===== src/som_train_and_classify_core_defines.svh =====
// Assertion macros for the self-organising map core.
// Included by the top level; no other dependencies.
`ifndef SOM_TRAIN_AND_CLASSIFY_CORE_DEFINES_SVH
`define SOM_TRAIN_AND_CLASSIFY_CORE_DEFINES_SVH
`ifndef NO_ASSERTIONS
`define SOM_ASSERT(lbl, prop, msg) \
    lbl: assert property (@(posedge i_clk) disable iff (!i_rst_n) prop) else $error(msg);
`define SOM_ASSERT_ALWAYS(lbl, prop, msg) \
    lbl: assert property (@(posedge i_clk) prop) else $error(msg);
`else
`define SOM_ASSERT(lbl, prop, msg)
`define SOM_ASSERT_ALWAYS(lbl, prop, msg)
`endif
`endif


===== src/som_pkg.sv =====
// Shared types and constants for the self-organising map core.
// No dependencies.
package som_pkg;
    localparam int CRD_W = 6;
    localparam logic [15:0] ONE_Q14     = 16'd16384;
    localparam logic [15:0] ALPHA_FLOOR = 16'd164;
    localparam logic [35:0] DIST_SAT    = 36'hF_FFFF_FFFF;

    localparam logic [1:0] REQ_LOAD     = 2'd0;
    localparam logic [1:0] REQ_TRAIN    = 2'd1;
    localparam logic [1:0] REQ_CLASSIFY = 2'd2;

    localparam logic [2:0] CFG_ROWS  = 3'd0;
    localparam logic [2:0] CFG_COLS  = 3'd1;
    localparam logic [2:0] CFG_FEATS = 3'd2;
    localparam logic [2:0] CFG_EPOCH = 3'd3;
    localparam logic [2:0] CFG_SPE   = 3'd4;

    typedef struct packed {
        logic              have;
        logic [35:0]       dsq;
        logic [CRD_W-1:0]  row;
        logic [CRD_W-1:0]  col;
    } t_best;

    typedef struct packed {
        logic               clr;
        logic               rd_en;
        logic               upd;
        logic [7:0]         rd_addr;
        logic signed [15:0] x;
        logic               h_we;
        logic [CRD_W-1:0]   h_eta;
        logic [15:0]        h_val;
        logic [CRD_W-1:0]   win_row;
        logic [CRD_W-1:0]   win_col;
        logic [6:0]         rows;
        logic [6:0]         cols;
    } t_cell_ctl;

    typedef struct packed {
        logic        en;
        logic [2:0]  row;
        logic [2:0]  col;
        logic [7:0]  addr;
        logic [15:0] val;
    } t_load;
endpackage


===== src/som_cell.sv =====
// One map cell: weight store, distance accumulator, update datapath and
// one stage of the winner search chain. Depends on som_pkg.
module som_cell import som_pkg::*; #(
    parameter int MAX_FEATURES = 16
) (
    input  logic             i_clk,
    input  logic             i_rst_n,
    input  logic [CRD_W-1:0] i_row,
    input  logic [CRD_W-1:0] i_col,
    input  t_cell_ctl        i_ctl,
    input  t_load            i_ld,
    input  t_best            i_best,
    output t_best            o_best
);
    localparam int FW = (MAX_FEATURES > 1) ? $clog2(MAX_FEATURES) : 1;

    logic [15:0]        r_mem [MAX_FEATURES];
    logic               r_v1, r_v2;
    logic [FW-1:0]      r_a1, r_a2;
    logic signed [15:0] r_w1, r_w2;
    logic [33:0]        r_sq;
    logic signed [34:0] r_prod;
    logic [35:0]        r_acc;
    logic [15:0]        r_h;
    t_best              r_best;

    logic               active;
    logic [CRD_W-1:0]   dr, dc, eta;
    logic               ld_hit;
    logic signed [16:0] d;
    logic signed [33:0] sq_full;
    logic signed [34:0] prod;
    logic signed [35:0] t_rnd;
    logic signed [21:0] sh;
    logic signed [22:0] s_new;
    logic [15:0]        w_new;
    logic [36:0]        sum;
    t_best              n_best;

    assign active = ({1'b0, i_row} < i_ctl.rows) && ({1'b0, i_col} < i_ctl.cols);
    assign dr  = (i_row >= i_ctl.win_row) ? i_row - i_ctl.win_row : i_ctl.win_row - i_row;
    assign dc  = (i_col >= i_ctl.win_col) ? i_col - i_ctl.win_col : i_ctl.win_col - i_col;
    assign eta = (dr > dc) ? dr : dc;

    assign ld_hit = i_ld.en && ({3'd0, i_ld.row} == i_row) && ({3'd0, i_ld.col} == i_col)
                    && (32'(i_ld.addr) < MAX_FEATURES);

    assign d       = {i_ctl.x[15], i_ctl.x} - {r_w1[15], r_w1};
    assign sq_full = d * d;
    assign prod    = $signed({2'b00, r_h}) * d;

    // round half up then floor shift by 2^14
    assign t_rnd = 36'(r_prod) + 36'sd8192;
    assign sh    = 22'(t_rnd >>> 14);
    assign s_new = 23'(r_w2) + 23'(sh);
    always_comb begin
        if (s_new > 23'sd32767)
            w_new = 16'h7FFF;
        else if (s_new < -23'sd32768)
            w_new = 16'h8000;
        else
            w_new = s_new[15:0];
    end

    assign sum = {1'b0, r_acc} + {3'b000, r_sq};

    always_comb begin
        if (active && (!i_best.have || r_acc < i_best.dsq)) begin
            n_best.have = 1'b1;
            n_best.dsq  = r_acc;
            n_best.row  = i_row;
            n_best.col  = i_col;
        end else begin
            n_best = i_best;
        end
    end

    always_ff @(posedge i_clk) begin
        if (!i_rst_n) begin
            r_v1 <= 1'b0;
            r_v2 <= 1'b0;
        end else begin
            r_v1 <= i_ctl.rd_en;
            r_v2 <= r_v1;
        end
    end

    always_ff @(posedge i_clk) begin
        if (i_ctl.rd_en)
            r_w1 <= r_mem[i_ctl.rd_addr[FW-1:0]];
        r_a1   <= i_ctl.rd_addr[FW-1:0];
        r_a2   <= r_a1;
        r_w2   <= r_w1;
        r_sq   <= unsigned'(sq_full);
        r_prod <= prod;
        r_best <= n_best;
        if (ld_hit)
            r_mem[i_ld.addr[FW-1:0]] <= i_ld.val;
        else if (r_v2 && i_ctl.upd && active)
            r_mem[r_a2] <= w_new;
    end

    always_ff @(posedge i_clk) begin
        if (i_ctl.clr) begin
            r_acc <= '0;
            r_h   <= '0;
        end else begin
            if (r_v2 && !i_ctl.upd)
                r_acc <= (sum > {1'b0, DIST_SAT}) ? DIST_SAT : sum[35:0];
            if (i_ctl.h_we && eta == i_ctl.h_eta)
                r_h <= i_ctl.h_val;
        end
    end

    assign o_best = r_best;
endmodule


===== config.mk =====
export PLATFORM = sky130hd
export DESIGN_NAME = som_cell
export DESIGN_NICKNAME = d
export VERILOG_FILES = /design/src/som_train_and_classify_core_defines.svh /design/src/som_pkg.sv /design/src/som_cell.sv
export SDC_FILE = /design/constraint.sdc
export NUM_CORES = 2
export LEC_CHECK = 0
export ABC_AREA = 0
export BUFFER_PORTS_ARGS = -buffer_cell sky130_fd_sc_hd__clkbuf_2
export CAP_MARGIN = 25
export CORE_MARGIN = 3
export CORE_UTILIZATION = 40
export CTS_CLUSTER_DIAMETER = 40
export DETAILED_ROUTE_END_ITERATION = 8
export HOLD_SLACK_MARGIN = 0.1
export PLACE_DENSITY = 0.65
export SLEW_MARGIN = 0
export SYNTH_ARGS = -nofsm -noshare
export SYNTH_HDL_FRONTEND = slang
export SYNTH_SLANG_ARGS = --single-unit

===== constraint.sdc =====
create_clock -name i_clk -period 11.09 [get_ports i_clk]
set_input_delay 1.109 -clock i_clk [delete_from_list [all_inputs] [get_ports i_clk]]
set_output_delay 1.109 -clock i_clk [all_outputs]
set_load 0.05 [all_outputs]

# ---- Yosys cells after proc, flatten, opt, wreduce, memory -nomap -nowiden
# Memory sizes are Yosys's and may differ from the RTL's. A register that Yosys moved wholly into a read port is not among the register bits.
# Cells that the tools add are included.
dict set report totals {
  reg_bits 195
  mem_bits_rw 256
  n_memories 1
}
# memory words word_bits rd rd_clocked_by_memory_dff wr line
set memory_table {}
lappend memory_table {r_mem 16 16 1 1 1 som_cell.sv:17} ;# logic [15:0] r_mem [MAX_FEATURES];
dict set report op_classes {
  addsub 8
  multipliers 2
  magnitude_cmp 10
  eq_ne 3
  mux 15
  reduce_logical 13
}
# op n
set op_table {}
lappend op_table {{multiplier 17 x 17 -> 34 bit} 2}
lappend op_table {{two-way mux 16 bit} 3}
lappend op_table {{two-way mux 48 bit} 1}
lappend op_table {{adder 36 x 34 -> 37 bit} 1}
lappend op_table {{greater-than comparator 37 x 36 -> 1 bit, second input constant} 1}
lappend op_table {{< comparator 36 bit} 1}
lappend op_table {{two-way mux 36 bit} 1}
lappend op_table {{adder 34 x 15 -> 35 bit, second input constant} 1}
lappend op_table {{subtractor 6 bit} 4}
lappend op_table {{greater-than comparator 23 x 16 -> 1 bit, second input constant} 1}
lappend op_table {{< comparator 23 x 16 -> 1 bit, second input constant} 1}
lappend op_table {{adder 16 x 21 -> 22 bit} 1}
lappend op_table {{two-way mux 6 bit} 3}
lappend op_table {{subtractor 16 x 16 -> 17 bit} 1}
lappend op_table {{OR reduction 16 bit} 1}
lappend op_table {{< comparator 6 x 7 -> 1 bit} 2}
lappend op_table {{== test 3 x 6 -> 1 bit} 2}
lappend op_table {{greater-or-equal comparator 6 bit} 2}
lappend op_table {{logical AND 1 bit} 9}
lappend op_table {{< comparator 8 x 5 -> 1 bit, second input constant} 1}
lappend op_table {{== test 6 bit} 1}
lappend op_table {{greater-than comparator 6 bit} 1}
lappend op_table {{two-way mux 1 bit} 6}
lappend op_table {{two-way mux 4 bit} 1}
lappend op_table {{other kinds (2)} 3}

# ---- Longest topological paths before layout
dict set report logic_depth {
  ltp_word 8
  ltp_mapped 38
  ltp_nobuf 35
}

# ---- Least setup slack after synthesis
# No wires, ideal clock.
dict set report synth_path {
  kind {input to register}
  start {input i_ctl[49] (netlist bit)}
  end {register r_prod[31]}
  setup_time_ps 127
  arrival_ps 8801
  required_time_ps 10963
  setup_slack_ps 2162
  stages 35
  path_buffers 1
  path_cell_list {inv_1 ha_1 fa_1 nor2b_1 o21ai_1 a21oi_1 o211ai_1 a21oi_1 nand3b_1 and3_1 o31ai_1 a31o_2 inv_2 clkbuf_1 nor2_1 fa_1 inv_1 fa_1 inv_1 fa_1 fa_1 fa_1 inv_1 fa_1 inv_1 ha_1 a21o_1 a21oi_1 nor2_1 a21oi_1 o31ai_1 o41a_1 a31oi_1 nor2_1 or3_1}
}
dict set report synth_via {
  elab_chain_cells 2
}
# element line
set synth_lines {}
lappend synth_lines {{start, declared} som_cell.sv:10} ;# input t_cell_ctl i_ctl,
lappend synth_lines {{subtractor 16 x 16 -> 17 bit} som_cell.sv:48} ;# assign d = {i_ctl.x[15], i_ctl.x} - {r_w1[15], r_w1};
lappend synth_lines {{multiplier 17 x 17 -> 34 bit} som_cell.sv:50} ;# assign prod = $signed({2'b00, r_h}) * d;
lappend synth_lines {{named net prod[31]} som_cell.sv:32} ;# logic signed [34:0] prod;
lappend synth_lines {{end signal, assigned} som_cell.sv:95} ;# r_prod <= prod;
lappend synth_lines {{end, declared} som_cell.sv:22} ;# logic signed [34:0] r_prod;
# The timed path passes the listed nets, and every way through them passes these cells.
# A chain may end at the register's enable or synchronous reset.

# ---- Worst setup path after layout
# Same ends and word-level chain as after synthesis.

==> impl_results.md <==
* Outcome: finished clean
* Mapped cell area at roughly 0.04 mm^2
* IO Port Bufs at about 210
* Yosys top cell area share at ~24%
* DP Wirelength at just over 70 mm
* Area Overhead vs Synth at 13.19%
* RSZ-0062 raised after global routing: no
* Depth of the CTS H-tree at 3
* CP Class: primary input to flop
* FF+latch count, synth at between 400 and 500
* Final setup viols at 0
* Worst Path Max Fanout at 17
* Number of synthesized flops with an enable pin at 272
* Main flop type after synthesis: edfxtp_1
* Total number of vias at roughly 27000
* Total GRT Usage at around a fifth
* CTS Root Cell: clkbuf_16
* Worst-path clk slew at roughly 0.06 ns
* Slowest-stage cell, CP: fa_1
* Initial Util at between 40% and 50%
* Post_cts resized at 0
* Clk_skew at between 0.06 and 0.07 ns
* Routed WL at between 90 and 100 mm
* Top cells by area, synth: fa_1 24%, edfxtp_1 20%, ha_1 11%, dfxtp_1 9.0%, inv_1 6.7%
* Vias in the first global route at approximately 29000
* Largest net degree at the start of global routing at roughly 70
* GRT overflow at 0
* Most common cell after layout, fill and taps aside: inv_1
* FMAX at 107.5 MHz
* Post-synth ARST share at 0%
* CTS Buffer Depth at 3
* Post-CTS Repair Setup Buffers at 0
* Sequential fraction of the synthesis area at 29.34%
* FP Rows at approximately 120
* Drt first pass iters at 7
* Slew Limit Headroom at around 29%
* Crit end category: flop
* Final min period at 9.302 ns
* Hold/Removal Path Class: flop to flop
* CTS tree: built
* Maximum cell stage delay along the critical path at ~0.56 ns
* YS warnings at 0
* Wirelength per Cell at 17.90 um
* Die Y at about 320 um
* Mapped Cells at approximately 3800
* TNS Setup at 0 ns
* Count of cell types in the netlist at just under 90
* Count of final hold-check violations at 0
* CP arrival at 9.82 ns
* Finished Cell Area at roughly 0.045 mm^2
* Critical path data required time at between 10 and 15 ns
* Slew Limit Fails at 0
* Least-Margin Pin Slew at 1.065 ns
* Fill cells at just over 9000
* Cts hold-fix bufs at 0
* Area leader, netlist: fa_1
* GP Congestion at 0.8480
* Commonest non-fill, non-tap cells in the layout: 715 x inv_1, 485 x fa_1, 349 x ha_1
* DRC at 0
* Clock sink count at 453
* Post-Syn Nets at ~4800
* Number of antenna violations at the first check in global routing at 3
* Routed Antenna Nets at 0
* Global-route wire length before repair at 154.2 mm
* Tcrit/Tclk final at between 80% and 90%
* CORE AREA at 0.09899 mm^2
* Via/cell ratio at 5.143
* Cell mode on critical path: fa_1
* Mean Syn Cell Area at about 11 um^2
* Num CTS Buffers at a little under 70
* Nets at 4997
* Drt first-iter violations at 1808
* Total of max-cap violations at 0
* Die Wd at roughly 320 um
* Critical Path Start Type: primary input
* Full die area at about 0.10 mm^2
* Worst-Skew Late Latency at approximately 0.66 ns
* Layout cells sized above 1 at about an eighth
* # IOs at ~220
* Placed cell areas at approximately 0.043 mm^2
[cells in the mapped netlist, drive strengths merged, types with 68 or more instances]
cell	instances
a21o	68
a21oi	118
and2	105
clkbuf	96
dfxtp	181
edfxtp	272
fa	485
ha	349
inv	729
mux4	80
nand2	309
nor2	205
xnor2	93
[sequential cells by signal (all words and copies together) (netlist names), 4 cells and up]
name and flops:
r_sq 33, r_a2 4, r_acc 36, r_h 16, r_a1 4, o_best 49
r_mem 256, r_w2 16, r_prod 21, r_w1 16
[cell type report]
type | count | area, um^2 | share of cell area, %
Clock inverter | 46 | 639.4 | 1.406
Tap cell | 1287 | 1610 | 3.540
Antenna cell | 2 | 5.005 | 0.01100
Timing Repair Buffer | 290 | 1689 | 3.714
Clock buffer | 76 | 1772 | 3.895
Multi-Input combinational cell | 2449 | 25230 | 55.48
Sequential cell | 453 | 11790 | 25.92
Inverter | 731 | 2744 | 6.033
[metrics by stage]
stage / instances / util, % / worst slack [ns] / hold WS [ns]
5_1_grt: 5332 / 45.94 / 1.270 / 0.3297
2_1_floorplan: 3753 / - / 2.162 / 0.3096
4_1_cts: 5330 / 45.90 / 1.840 / 0.3271
3_5_place_dp: 5208 / 43.47 / 1.188 / 0.3138
3_3_place_gp: 5207 / 43.46 / 1.174 / 0.3108
6_report: 5334 / 45.94 / 1.788 / 0.3258
[critical path, delay by kind of cell]
kind,cells,cell delay (ns)
adder cells (fa/ha/maj),9,4.25
AO/OA/AOI/OAI,12,2.64
AND/OR/NAND/NOR,7,1.11
buffers and inverters,7,0.72
[worst paths after layout]
path,from,end,slack [ns],cells past startpoint
worst max-delay path,i_ctl[49],r_prod[31],1.79,35
worst min-delay path,r_a1[1],r_a2[1],0.33,0
worst max register to register,r_w1[1],r_sq[30],1.88,34
worst min register to register,r_a1[1],r_a2[1],0.33,0
[cells by family after synthesis]
family                     after synthesis  share of synthesized area [%]
buffers and inverters                  851                          8.046
muxes                                  163                          6.713
AOI/OAI and AO/OA                      412                          6.965
xor gates and xnor gates               148                          3.263
and+or+nand+nor                        892                          10.64
adders and majority gates              834                          35.03
DFF                                    453                          29.34
[per-layer routing]
metal	global-route usage, %	part of all wire [%]
met1	24.60	42
met2	31.69	48
met3	3.723	7.1
met4	5.783	2.7
met5	0	0.014
Power is left out: the tool's default activity adds up to more than one toggle a clock period on the data nets, which glitch-free logic cannot reach.
