--- src/som_train_and_classify_core_defines.svh ---
// Assertion macros for the self-organising map core.
// Included by the top level; no other dependencies.
`ifndef SOM_TRAIN_AND_CLASSIFY_CORE_DEFINES_SVH
`define SOM_TRAIN_AND_CLASSIFY_CORE_DEFINES_SVH
`ifndef NO_ASSERTIONS
`define SOM_ASSERT(lbl, prop, msg) \
    lbl: assert property (@(posedge i_clk) disable iff (!i_rst_n) prop) else $error(msg);
`define SOM_ASSERT_ALWAYS(lbl, prop, msg) \
    lbl: assert property (@(posedge i_clk) prop) else $error(msg);
`else
`define SOM_ASSERT(lbl, prop, msg)
`define SOM_ASSERT_ALWAYS(lbl, prop, msg)
`endif
`endif

--- src/som_div.sv ---
// Restoring divider, one quotient bit per cycle.
// Depends on nothing.
module som_div (
    input  logic        i_clk,
    input  logic        i_rst_n,
    input  logic        i_start,
    input  logic [31:0] i_num,
    input  logic [23:0] i_den,
    output logic        o_busy,
    output logic        o_done,
    output logic [31:0] o_quot
);
    logic [24:0] r_rem;
    logic [31:0] r_num;
    logic [23:0] r_den;
    logic [31:0] r_q;
    logic [4:0]  r_cnt;
    logic        r_busy;
    logic        r_done;
    logic [24:0] rem_sh;
    logic        ge;

    assign rem_sh = {r_rem[23:0], r_num[31]};
    assign ge     = rem_sh >= {1'b0, r_den};

    always_ff @(posedge i_clk) begin
        if (!i_rst_n) begin
            r_busy <= 1'b0;
            r_done <= 1'b0;
            r_cnt  <= '0;
        end else begin
            r_done <= 1'b0;
            if (i_start && !r_busy) begin
                r_busy <= 1'b1;
                r_cnt  <= '0;
            end else if (r_busy) begin
                r_cnt <= r_cnt + 5'd1;
                if (r_cnt == 5'd31) begin
                    r_busy <= 1'b0;
                    r_done <= 1'b1;
                end
            end
        end
    end

    always_ff @(posedge i_clk) begin
        if (i_start && !r_busy) begin
            r_num <= i_num;
            r_den <= i_den;
            r_rem <= '0;
            r_q   <= '0;
        end else if (r_busy) begin
            r_rem <= ge ? rem_sh - {1'b0, r_den} : rem_sh;
            r_q   <= {r_q[30:0], ge};
            r_num <= {r_num[30:0], 1'b0};
        end
    end

    assign o_busy = r_busy;
    assign o_done = r_done;
    assign o_quot = r_q;
endmodule

--- config.mk ---
export PLATFORM = sky130hd
export DESIGN_NAME = som_div
export DESIGN_NICKNAME = d
export VERILOG_FILES = /design/src/som_train_and_classify_core_defines.svh /design/src/som_div.sv
export SDC_FILE = /design/constraint.sdc
export NUM_CORES = 1
export LEC_CHECK = 0
export BUFFER_PORTS_ARGS = -buffer_cell sky130_fd_sc_hd__buf_4
export CAP_MARGIN = 20
export CORE_MARGIN = 5
export CORE_UTILIZATION = 57
export CTS_CLUSTER_SIZE = 24
export DETAILED_ROUTE_END_ITERATION = 6
export PLACE_DENSITY = 0.8
export SYNTH_ARGS = -nofsm -noshare
export SYNTH_HDL_FRONTEND = slang
export SYNTH_SLANG_ARGS = --single-unit
--- constraint.sdc ---
create_clock -name i_clk -period 3.7 [get_ports i_clk]
set_input_delay 0.185 -clock i_clk [delete_from_list [all_inputs] [get_ports i_clk]]
set_output_delay 0.185 -clock i_clk [all_outputs]
set_load 0.1 [all_outputs]
; After elaboration in Yosys (flattened, before gate mapping)
; Cells that the tools add are included.
[classes]
n_mux = 7
n_eq_ne = 1
reduce_logical = 5
add_sub_neg = 2
bitwise_logic = 2
n_lt_le_gt_ge = 1
[op_table]
columns = op, count
row1 = 2-to-1 mux 32 bit, 2
row2 = greater-or-equal comparator 25 x 24 -> 1 bit, 1
row3 = 2-to-1 mux 24 bit, 1
row4 = subtractor 24 bit, 1
row5 = "adder 5 x 1 -> 5 bit, second input constant", 1
row6 = "== test 5 bit, second input constant", 1
row7 = 2-to-1 mux 1 bit, 4
row8 = OR reduction 3 bit, 1
row9 = NOT 1 bit, 2
row10 = nonzero test 2 bit, 1
row11 = OR reduction 2 bit, 1
row12 = logical AND 1 bit, 1
row13 = zero test 1 bit, 1
[word_totals]
in_bits = 59
word_cells = 25
output_inout_bits = 34
ff_bits = 119

; Longest topological paths before layout
; Gate-level depths: netlist of run 1.
[depth]
ltp_word = 4
ltp_mapped = 14
depth_no_buf = 12

; Worst setup path before layout of run 1
; OpenSTA, ideal clock, no wires.
[synth_path]
kind = register to register
from = register r_busy (netlist: o_busy)
to = register r_num[23] (data pin)
arrival_ns = 2.597
stages_incl_launch_ff = 5
path_slack_ns = 0.842
path_buffers = 2
path_cell_list = dfxtp_1 -> clkbuf_1 -> nor2_1 -> clkbuf_1 -> mux2_2
[synth_between]
elab_chain_len = 3
[synth_lines]
columns = item, line
row1 = start: declaration, som_div.sv:18  ; logic r_busy;
row2 = start signal: assignment, som_div.sv:28  ; r_busy <= 1'b0;
row3 = start signal: assignment, som_div.sv:34  ; r_busy <= 1'b1;
row4 = start signal: assignment, som_div.sv:39  ; r_busy <= 1'b0;
row5 = zero test 1 bit, som_div.sv:47  ; if (i_start && !r_busy) begin
row6 = logical AND 1 bit, som_div.sv:47
row7 = 2-to-1 mux 32 bit, som_div.sv:47
row8 = end signal: assignment, som_div.sv:48  ; r_num <= i_num;
row9 = end signal: assignment, som_div.sv:55  ; r_num <= {r_num[30:0], 1'b0};
row10 = end: declaration, som_div.sv:14  ; logic [31:0] r_num;
; No other way between the ends.
; A chain may end at the register's enable or synchronous reset.

; Worst setup path in the final report of run 1
[layout_path]
from = register r_den[1]
to = register r_rem[5]
[layout_between]
elab_chain_len = 2
word_cells_on_any_way = 3
classes_between = add/sub (1) / order compare (1) / mux (1)
[layout_lines]
columns = item, line
row1 = start: declaration, som_div.sv:15  ; logic [23:0] r_den;
row2 = start signal: assignment, som_div.sv:49  ; r_den <= i_den;
row3 = subtractor 24 bit / greater-or-equal comparator 25 x 24 -> 1 bit (equally long branches), "som_div.sv:53, som_div.sv:24"
row4 = 2-to-1 mux 24 bit *, som_div.sv:53  ; r_rem <= ge ? rem_sh - {1'b0, r_den} : rem_sh;
row5 = end signal: assignment, som_div.sv:53
row6 = end: declaration, som_div.sv:13  ; logic [24:0] r_rem;
; Mark *: on every way between the ends. The rest lies on a longest branch, timed or not.

==> summary.md, run 1 <==
| Metric | Value |
|---|---|
| Outcome | complete, no violations |
| Vias | around 4600 |
| Seq/Total Area, Yosys | 0.508 |
| Setup_tns | 0 ns |
| Syn Area/Cell | approximately 11 µm² |
| Drt first-iter violations | 290 |
| CTS tree | done |
| Initial antenna violation count | 0 |
| # Max-Cap Violations | 0 |
| Crit path max-delay family | compound AO/OA/AOI/OAI gates |
| Unrepaired setup endpoints after global routing | false |
| Setup violations, final | 0 |
| CTS Sinks | 119 |
| Total Routing Usage GR | 0.236 |
| Reg clk slew, reported paths | approximately 0.06 ns |
| Cell Rows | 36 |
| Final min period | 3.25 ns |
| Max_slew headroom | 0.335 |
| Grt ovf | 0 |
| NumNets Final | 771 |
| Netlist area before placement | around 5800 µm² |
| Pin count of the biggest net entering global routing | 81 |
| Clk pwr share | 0.303 |
| Mux contribution to synthesized area | 0.109 |
| P_int | about 3.4 mW |
| Vias in the first global route | 4840 |
| #FFs+latches synth | 119 |
| # port buffers | 92 |
| Area growth syn-to-layout | 33.3% |
| Cell variety after synth | 56 |
| F_max | around 310 MHz |
| Worst Hold Class | input pin to register |
| Post-synthesis simple-gate area fraction | 0.121 |
| YS warnings | 0 |
| Post-CTS setup buffer count | 0 |
| CORE AREA | 9820 µm² |
| Switching Share | 0.339 |
| Final Max Slew Viols | 0 |
| Leak pwr | roughly 3.2 nW |
| Share of cells above drive strength 1 | 0.244 |
| Fin. Hold Viols | 0 |
| EDFF count, synth | 56 |
| Crit path kind | register to register |
| ANT cells | 0 |
| First-pass GRT wire length | 23.3 mm |
| Htree depth | 4 |
| Commonest non-fill, non-tap cell in the layout | buf_4 |
| Final core occ | 0.786 |
| Pwr Density | 663 nW/µm² |
| Post-synth top flop | dfxtp_1 |
| IO Count | 93 |
| Final period utilization | 0.878 |
| Worst setup margin | ~0.45 ns |
| DP Worst Slack | approximately 0.53 ns |
| Via density | about 5.6 |
| Slowest-stage cell, CP | o211ai_4 |
| Area share of xor/xnor cells in the synthesized design | 0.0348 |
| Inst Count DP | around 740 |
| Maximum clock insertion buffer count | 2 |
| Final Cell Area | between 7000 and 8000 µm² |
| First-pass iteration count of the detailed router | 7 |
| Dpl hpwl | ~8.3 mm |
| Placed cell area | between 6000 and 7000 µm² |
| Die Footprint | 12300 µm² |
| Startpoint types | register |
| Clk_lat worst skew | approximately 0.53 ns |
| Cts bufs inserted | 17 |
| Comb power frac | 0.358 |
| Routed wire length | roughly 14 mm |
| RePlAce Congestion | 0.888 |
| Reg power frac | 0.338 |
| Finished Layout Cells | 831 |
| Largest family of logic cells by synthesized area | compound AO/OA/AOI/OAI gates |
| Final Power | 5.12 mW |
| CP bufs+invs | 1 |
| Root buf cell | clkbuf_8 |
| Met2 wire len | a little over 7 mm |
| Remaining routing DRC violations | 0 |
| Post-Syn Instances | roughly 540 |
| Die height | between 100 and 150 µm |
| Largest stage delay on the critical path | approximately 0.82 ns |
| Avg WL per Cell | 17.2 µm |
| Crit-path max FO | 26 |
| CP Cell Sequence | inv_1 > ha_1 > nor2b_1 > o31a_1 > o31a_1 > nor4b_2 > nor2_2 > nor2_2 > o211ai_4 > mux2_1 > a22o_1 |
| Net Switching | 1.73 mW |
| Crit path DAT | around 3.7 ns |
| Worst EP required | between 4 and 5 ns |
| Adder-cell share of the synthesized area | 0.0596 |
| R2R setup slack | about 0.45 ns |
| Worst VDD drop | a little over 400 µV |
| Async S/R FF share, synth | 0 |
| Compound-gate portion of the synthesized area | 0.130 |
| Final Skew | about 0.012 ns |
| Most frequent cells in the layout | buf_4 (96), nand2_1 (63), dfxtp_1 (62) |
| M1 WL | between 5 and 6 mm |
| Hold Worst Slack | around 0.09 ns |
| PostCTS Resize Cnt | 0 |
| Fillers | about 630 |
| Met3 wire length | ~800 µm |
| Syn_nets | a little over 600 |
| Slew @ Worst Pin | between 0.9 and 1 ns |
| Routed Antenna Nets | 0 |
| Max layer used | met4 |
| Initial core utilization | 0.590 |
| Die Wd | ~110 µm |
| Crit end category | register |
worst register-to-register path, stage by stage, from the launching register on:
cell      delay [ns]
edfxtp_1        0.38
inv_1           0.06
ha_1            0.30
nor2b_1         0.22
o31a_1          0.21
o31a_1          0.18
nor4b_2         0.07
nor2_2          0.21
nor2_2          0.09
o211ai_4        0.82
mux2_1          0.42
a22o_1          0.19
logic make-up after synthesis:
family,after synthesis
XOR/XNOR,23
AND/OR/NAND/NOR,146
buffers and inverters,53
AO/OA/AOI/OAI,112
adder cells (fa/ha/maj),27
flip-flops,119
multiplexers,57
cells in the mapped netlist, types with 3 or more instances:
cell,n,area [µm²]
nand4_1,3,18.8
a31oi_1,3,18.8
dfxtp_1,63,1260
o21a_1,4,30.0
nand3_1,4,20.0
o2bb2a_1,3,30.0
nand2b_1,34,213
and3_1,4,25.0
nand2_1,63,236
ha_1,26,325
a21oi_1,16,80.1
xnor2_1,9,78.8
mux2_1,7,78.8
mux2i_1,16,160
mux2_4,3,45.0
o21ai_0,39,195
nor4_1,3,18.8
o31a_1,3,26.3
inv_1,28,105
mux2_2,31,349
o21ai_1,7,35.0
a22o_1,10,87.6
clkbuf_1,18,67.6
xor2_1,14,123
nor3_1,5,25.0
a21o_1,7,52.6
edfxtp_1,56,1680
nor2_1,22,82.6
final cells by class:
class	count	area (µm²)	area share
repair buffers	153	1290	0.167
clock buffers	25	527	0.0683
clock inverters	7	37.5	0.00486
well taps	133	166	0.0216
flip-flops and latches	119	2940	0.382
inverters	29	109	0.0141
multi-input cells	365	2640	0.342
path summary, 6_finish.rpt:
path / to / from / depth (start not counted)
min: o_quot[4] / i_start / 2
max reg2reg: r_rem[5] / r_den[1] / 11
min reg2reg: o_quot[0] / o_quot[0] / 2
max: r_rem[5] / r_den[1] / 11
layer usage:
layer / up-vias / GRT usage
met5: - / 0
met1: 2191 / 0.264
met2: 182 / 0.421
li1: 2208 / -
met4: 0 / 0.110
met3: 44 / 0.0568
sequential cells by signal (all words and copies together), names as in the netlist:
name / flops
o_quot: 32
o_busy: 1
o_done: 1
r_rem: 24
r_num: 32
r_cnt: 5
r_den: 24
power groups by stage:
stage	clock network, mW	registers [mW]	logic, mW
after floorplan	0	1.77	1.33
after global placement	0	1.73	1.62
after detailed placement	0	1.74	1.70
after CTS	1.55	1.72	1.79
after global routing	1.63	1.75	2.00
final	1.55	1.73	1.83
repair_timing:
action,CTS,global route
setup endpoints to repair,0,0
endpoints found under the hold margin,58,0
hold buffers,57,0
(Power assumes the default switching activity.)
==> inputs of run 2 (changes only) <==
Settings changed: GPL_TIMING_DRIVEN set to 0.
==> run 2 against run 1 <==
- core utilization rose by 1.1 points
- clock-buffer cell count rose by 1
- power rose by 0.94%
- non-clock buffer count rose by 20
- register-to-register slack improved by 0.09 ns
- final cell count rose by 2.3%
- design area rose by 1.3%
- clock skew fell by 0.0025 ns
- critical path depth rose by 2
- worst hold slack improved by 0.038 ns
- largest cell class unchanged
- largest power group unchanged
==> summary.md, run 2 (same netlist as run 1, synthesis figures left out) <==
| Metric | Value |
|---|---|
| Most frequent cells in the layout | buf_4 (92), nand2_1 (63), dfxtp_1 (63) |
| First-pass GRT wire length | 22.8 mm |
| Via density | 5.48 |
| Slowest-stage cell, CP | o211ai_4 |
| Final period utilization | 0.854 |
| RePlAce Congestion | between 0.8 and 0.9 |
| Reg2reg end | r_rem[6] |
| Crit-path max FO | 10 |
| Dpl hpwl | a little under 9 mm |
| Crit path DAT | 3.53 ns |
| DP Worst Slack | slightly below 0.6 ns |
| Startpoint types | register |
| Commonest non-fill, non-tap cell in the layout | buf_4 |
| R2R setup slack | approximately 0.54 ns |
| Share of cells above drive strength 1 | 0.233 |
| CTS tree | done |
| Reg power frac | 0.333 |
| Post-CTS setup buffer count | 0 |
| Fin. Hold Viols | 0 |
| Clk_lat worst skew | about 0.52 ns |
| First-pass iteration count of the detailed router | 5 |
| Hold Path Sink | o_quot[19] |
| Routed wire length | about 14 mm |
| Initial antenna violation count | 0 |
| Worst hold start | i_start |
| Max_slew headroom | 0.433 |
| NumNets Final | 791 |
| Comb power frac | 0.358 |
| Maximum clock insertion buffer count | 2 |
| Clk pwr share | 0.309 |
| Cts bufs inserted | 17 |
| Setup_tns | 0 ns |
| Crit end category | register |
| CTS Sinks | 119 |
| Final Max Slew Viols | 0 |
| ANT cells | 0 |
| Pin count of the biggest net entering global routing | 34 |
| Die Footprint | approximately 12000 µm² |
| Worst Hold Class | input pin to register |
| Area growth syn-to-layout | 35.1% |
| Setup violations, final | 0 |
| F_max | 317 MHz |
| Crit path max-delay family | compound AO/OA/AOI/OAI gates |
| # port buffers | 91 |
| Final core occ | 0.796 |
| Switching Share | 0.331 |
| CP bufs+invs | 4 |
| Drt first-iter violations | 363 |
| Final Skew | approximately 0.0091 ns |
| Routed Antenna Nets | 0 |
| Vias | roughly 4700 |
| Worst R2R Start | r_den[11] |
| Die Wd | 111 µm |
| Worst VDD drop | around 450 µV |
| Inst Count DP | between 700 and 800 |
| Cell Rows | 36 |
| Hold Crit Depth | 2 |
| Leak pwr | 3.28 nW |
| Worst Reg-to-Reg Cells | 13 |
| Crit path kind | register to register |
| P_int | approximately 3.5 mW |
| CORE AREA | between 9000 and 10000 µm² |
| Largest stage delay on the critical path | around 0.38 ns |
| Avg WL per Cell | 16.6 µm |
| Worst EP required | about 4.1 ns |
| CP Cell Sequence | inv_1 > ha_1 > clkbuf_1 > nand2_1 > o21ai_1 > o21ba_2 > nor2_2 > nor2_2 > o211ai_4 > buf_6 > buf_4 > mux2i_1 > mux2i_1 |
| Htree depth | 4 |
| Pwr Density | roughly 660 nW/µm² |
| Worst setup margin | about 0.54 ns |
| Finished Layout Cells | 850 |
| Reg clk slew, reported paths | 0.06 ns |
| Net Switching | around 1.7 mW |
| Crit path from | r_den[11] |
| Initial core utilization | 0.590 |
| Hold Worst Slack | between 0.1 and 0.15 ns |
| Die height | between 100 and 150 µm |
| Vias in the first global route | approximately 4800 |
| Total Routing Usage GR | 0.229 |
| # Max-Cap Violations | 0 |
| Grt ovf | 0 |
| Final min period | around 3.2 ns |
| Unrepaired setup endpoints after global routing | false |
| Root buf cell | clkbuf_8 |
| Remaining routing DRC violations | 0 |
| Outcome | complete, no violations |
| Slew @ Worst Pin | 0.851 ns |
| IO Count | just over 90 |
[run 2: cell types whose count changed in the layout (fill, tap and decap cells not counted), moves of 2 or more]
cell       before  now
buf_1           0    2
clkbuf_16      18   20
buf_4          96   92
clkbuf_8        5    3
buf_2           0    2
inv_4           2    0
clkbuf_1        2   20
[run 2: power by group through the flow]
stage	clock, mW	combinational, mW	sequential, mW
final	1.60	1.85	1.72
after global routing	1.66	2.01	1.74
after CTS	1.59	1.81	1.71
after detailed placement	0	1.73	1.73
after global placement	0	1.68	1.72
after floorplan	0	1.33	1.77
[run 2: timing repair]
item | in CTS | in global routing
gates resized for setup | 0 | 0
hold buffers | 57 | 0
endpoints found under the hold margin | 58 | 0
setup endpoints to repair | 0 | 0
[run 2: per-stage QoR]
stage               area, µm²  total power [mW]
floorplan                5790              3.10
global placement         6640              3.40
detailed placement       6670              3.47
CTS                      7820              5.10
global route             7820              5.40
finish                   7820              5.17
[run 2: layer usage]
layer / track usage / share of wire / vias to the layer above
met1: 0.268 / 0.42 / 2238
met4: 0.0993 / 0.024 / 0
met5: 0 / 0 / -
met2: 0.400 / 0.50 / 137
met3: 0.0568 / 0.050 / 27
li1: - / - / 2255
[run 2: worst max-delay path by stage]
| stage | to | cells after the start | slack (ns) |
|---|---|---|---|
| after floorplan | r_num[23] | 4 | 0.84 |
| after global placement | r_num[23] | 5 | 0.39 |
| after detailed placement | r_rem[6] | 13 | 0.59 |
| after CTS | r_rem[6] | 13 | 0.61 |
| after global routing | r_rem[6] | 13 | 0.28 |
| final | r_rem[6] | 13 | 0.54 |
[run 2: final cells by class]
| class | count | area, µm² |
|---|---|---|
| sequential | 119 | 2940 |
| multi-input combinational | 365 | 2630 |
| fill | 588 | 2000 |
| timing repair buffer | 149 | 1280 |
| clock buffer | 26 | 553 |
| tap | 133 | 166 |
| inverter | 29 | 109 |
| buffer | 24 | 105 |
| clock inverter | 5 | 28.8 |
